$ cat src/rtl/bcb_ram.sv
// ----------------------------------------------------------------------------
// bcb_ram
// Generic single-write, single-read RAM with registered read data.
// ----------------------------------------------------------------------------
module bcb_ram #(
  parameter int WIDTH = 8,
  parameter int DEPTH = 256
) (
  input  logic                     clk,
  input  logic                     we,
  input  logic [$clog2(DEPTH)-1:0] waddr,
  input  logic [WIDTH-1:0]         wdata,
  input  logic                     re,
  input  logic [$clog2(DEPTH)-1:0] raddr,
  output logic [WIDTH-1:0]         rdata
);

  logic [WIDTH-1:0] mem [DEPTH];

  always_ff @(posedge clk) begin
    if (we) begin
      mem[waddr] <= wdata;
    end
    if (re) begin
      rdata <= mem[raddr];
    end
  end

endmodule

$ cat config.mk
export PLATFORM = sky130hd
export DESIGN_NAME = bcb_ram
export DESIGN_NICKNAME = d
export VERILOG_FILES = /design/src/rtl/bcb_ram.sv
export SDC_FILE = /design/constraint.sdc
export NUM_CORES = 2
export LEC_CHECK = 0
export BUFFER_PORTS_ARGS = -buffer_cell sky130_fd_sc_hd__clkbuf_2
export CAP_MARGIN = 30
export CORE_UTILIZATION = 45
export CTS_CLUSTER_DIAMETER = 60
export DETAILED_ROUTE_END_ITERATION = 16
export PLACE_DENSITY_LB_ADDON = 0.25
export SETUP_SLACK_MARGIN = 0.4
export SLEW_MARGIN = 20
export SYNTH_ARGS = -nofsm -noshare
export SYNTH_HDL_FRONTEND = slang
export SYNTH_SLANG_ARGS = --single-unit
$ cat constraint.sdc
create_clock -name clk -period 5.1 [get_ports clk]
set_input_delay 1.02 -clock clk [delete_from_list [all_inputs] [get_ports clk]]
set_output_delay 1.02 -clock clk [all_outputs]
set_load 0.01 [all_outputs]
# == Word level (Yosys, flattened, before mapping) ==
# Memory sizes are Yosys's and may differ from the RTL's. A register that Yosys moved wholly into a read port is not among the register bits.
# Index checks and enable logic that the tools add are counted.
# op_classes
n_mux,2
# op_table
operator,count
$mux W1,2
# totals
reg_bits,0
mem_bits_rw,2048
n_memories,1
# mem_list
name,words,word_bits,read_ports,rd_clocked_by_memory_dff,wr,line,rtl
mem,256,8,1,1,1,18,logic [WIDTH-1:0] mem [DEPTH];

# == Depth between registers and ports, before layout ==
# depth
word_depth,2
ltp_mapped,11

# == Least setup slack after synthesis ==
# No wires, ideal clock.
# synth_path
path_type,input to register
from,input raddr[0]
to,"register rdata[2], read port of mem (data pin)"
t_arrival_ns,2.827
required_time_ns,4.831
path_slack_ns,2.004
stages,9
path_buffers,4
path_cell_list,buf_6 -> buf_12 -> buf_8 -> buf_2 -> mux4_2 -> a22oi_1 -> a21oi_1 -> nor4_1 -> nor4_2
# synth_lines
element,line,rtl
from (decl),14,"input logic [$clog2(DEPTH)-1:0] raddr,"
to (decl),15,output logic [WIDTH-1:0] rdata

==> flow_metrics.tcl <==
set metrics [dict create \
    grt_max_degree 147 \
    overflow 0 \
    synth_top_flop_cell "edfxtp_1" \
    r2r_slack_ns 2.24 \
    synth_common_cells "edfxtp_1 (2,056), mux4_2 (454), nor2_1 (282)" \
    r2r_cells 7 \
    gp_congestion 0.827 \
    numCtsBuffers 205 \
    die_area_sq_um 179000 \
    initial_utilization 0.453 \
    dieHeight_microns 423 \
    crit_required_ns 5.69 \
    routed_wl_microns 199000 \
    synth.area.mux_share 0.146 \
    clkSinkCount 2056 \
    yosysUniqueCellTypes 54 \
    dpl.hpwl_microns 122000 \
    yosys_warnings 0 \
    clock_latency_ns 0.84 \
    die_width_microns 423 \
    relSlewSlack 0.268 \
    yosys.area.top_type "edfxtp_1" \
    synthSimpleGateAreaFrac 0.0263 \
    p_leak_nw 27.9 \
    netlist_top_cells_area "edfxtp_1 (78%), mux4_2 (13%), mux2i_1 (1.7%)" \
    drive_gt1_frac 0.250 \
    fmax_mhz 265 \
    critPathLaunch "raddr[1]" \
    port_buffers 34 \
    cp-endpoint "rdata[2]$_DFFE_PP_" \
    skew_ns 0.0261 \
    antenna_found_initial 10 \
    min_path_type "input pin to register" \
    worstPathArrival_ns 4.36 \
    grt_pass1_vias 38800 \
    regToRegStartpoint "mem[101][2]$_DFFE_PP_" \
    drt_first_pass_iters 5 \
    synthToLayoutAreaGrowth_pct 13.0 \
    dp_slack_ns 0.366 \
    synth_top_area_share 0.775 \
    cts.clk_slew.worst_paths_ns 0.06 \
    synth_top_family_by_area "multiplexers" \
    ioPinCount 35 \
    cts-resized-gates 0 \
    cts_setup_buffers 0 \
    drtIter0Drc 4577 \
    synth_xor_xnor_area_share 0 \
    worstMarginPinSlew_ns 1.10 \
    drcViolationCount 0 \
    track_usage 0.223 \
    grt_pass1_wl_microns 286000 \
    detail-route-antenna-nets 0 \
    netlist_instances 3733 \
    period_minus_slack_ns 3.77 \
    placementRows 154 \
    routed_via_density 6.02 \
    worstSetupStartpointType "input pin" \
    rsz0062_at_grt "no" \
    hold_viol 0 \
    crit_type "input pin to register" \
    post-route-util 0.512 \
    status "finished, final reports clean" \
    worstReg2RegEnd "rdata[2]$_DFFE_PP_" \
    post-route-period-util 0.739 \
    vias 38900 \
    synth_area_sq_um 79600 \
    worst_setup_path_end_kind "register" \
    fin_tns_setup_ns 0 \
    drv_slew 0 \
    cts_max_level 4 \
    maxCapViolations 0 \
    synthesis.nets 3760 \
    dpl.cell_count 6077 \
    postCtsHoldBufs 0 \
    setup_ws_ns 1.33 \
    synthAdderAreaFrac 0 \
    core_area_sq_um 176000 \
    syn_avg_cell_area_sq_um 21.3 \
    fin_cells 6464 \
    synth_most_common_cell "edfxtp_1" \
    final_nets 3978 \
    async_flop_share 0 \
    synth_compound_area_frac 0.0342 \
    worst-path-max-fanout 79 \
    clockRootBuffer "clkbuf_16" \
    ir_worst_vdd_uv 291 \
    hold_path_depth 1 \
    wl_per_cell_microns 30.8 \
    finalSetupViolations 0 \
    cts_buffer_depth 3 \
    synth_edf_count 2056 \
    seq_area_frac_synth 0.775 \
    ys_ff_latch 2056 \
    powerDensity_nw_per_um2 392 \
    cts_tree "done" \
]
## metal layers
layer,part of all wire,vias up,global-route usage
met4,0.022,2,0.0577
met2,0.48,1624,0.349
met3,0.077,263,0.0404
met1,0.42,20800,0.325
li1,-,16200,-
met5,0.000070,-,0
## worst min path at each step
stage / end / startpoint / slack [ns]
4_1_cts: rdata[5]$_DFFE_PP_ / re / 0.64
6_report: mem[141][3]$_DFFE_PP_ / wdata[3] / 0.60
3_5_place_dp: rdata[5]$_DFFE_PP_ / mem[72][5]$_DFFE_PP_ / 1.25
5_1_grt: mem[141][3]$_DFFE_PP_ / wdata[3] / 0.58
2_1_floorplan: rdata[3]$_DFFE_PP_ / mem[40][3]$_DFFE_PP_ / 0.86
3_3_place_gp: rdata[7]$_DFFE_PP_ / mem[192][7]$_DFFE_PP_ / 1.23
## registers in the layout (all words and copies together), names as in the netlist
name,flops
mem,2048
rdata,8
## worst max-delay path, stage by stage
cell and delay (ns):
buf_8 0.19, buf_12 0.33, nor2b_1 0.81, a221oi_1 0.18, o211ai_1 0.25, nand3_1 0.26
nor4_1 0.80, buf_4 0.27, nor4_2 0.04
## power breakdown
| group | leakage, nW | internal, mW | switching, mW |
|---|---|---|---|
| Clock | 3.24 | 8.39 | 6.51 |
| Combinational | 6.15 | 0.591 | 1.11 |
| Sequential | 18.5 | 18.6 | 0.0231 |
## placed cells by master, fill, tap and decap left out, types with 6 or more instances in the layout
cell	instances
o21ai_0	10
edfxtp_1	2056
a221oi_1	13
inv_16	6
nor2b_1	28
clkbuf_16	205
a22oi_1	133
mux2i_1	134
clkinvlp_4	11
clkbuf_2	23
clkbuf_1	33
nand2_1	33
nor2_1	279
o211ai_1	10
o221ai_1	46
mux4_2	454
nor3_1	22
a211oi_1	16
nand2b_1	8
buf_8	11
clkinv_1	39
a22o_1	8
buf_4	181
bufinv_16	19
o22ai_1	28
a21oi_1	96
nand3_1	29
buf_12	25
clkinv_2	49
nand4_1	10
nor4_1	23
## metrics by stage
stage          hold slack [ns]  instance area, sq um  total power, mW
5_1_grt                  0.582                 90000             36.2
2_1_floorplan            0.864                 79600             19.9
6_report                 0.603                 90000             35.3
3_3_place_gp              1.23                 83200             20.7
4_1_cts                  0.637                 89900             35.5
3_5_place_dp              1.25                 83300             20.7
## logic make-up after synthesis
group,count (synthesis)
buffers and inverters,235
flip-flops,2056
AND/OR/NAND/NOR,466
multiplexers,591
AO/OA/AOI/OAI,385
## layout make-up
class,count,area (sq um)
Fill cell,13800,85900
Sequential cell,2056,61700
Multi-Input combinational cell,1442,16500
Clock buffer,238,5250
Tap cell,2340,2930
Timing Repair Buffer,244,2180
Clock inverter,139,1380
Inverter,2,7.51
Antenna cell,3,7.51
(Power assumes the default switching activity.)
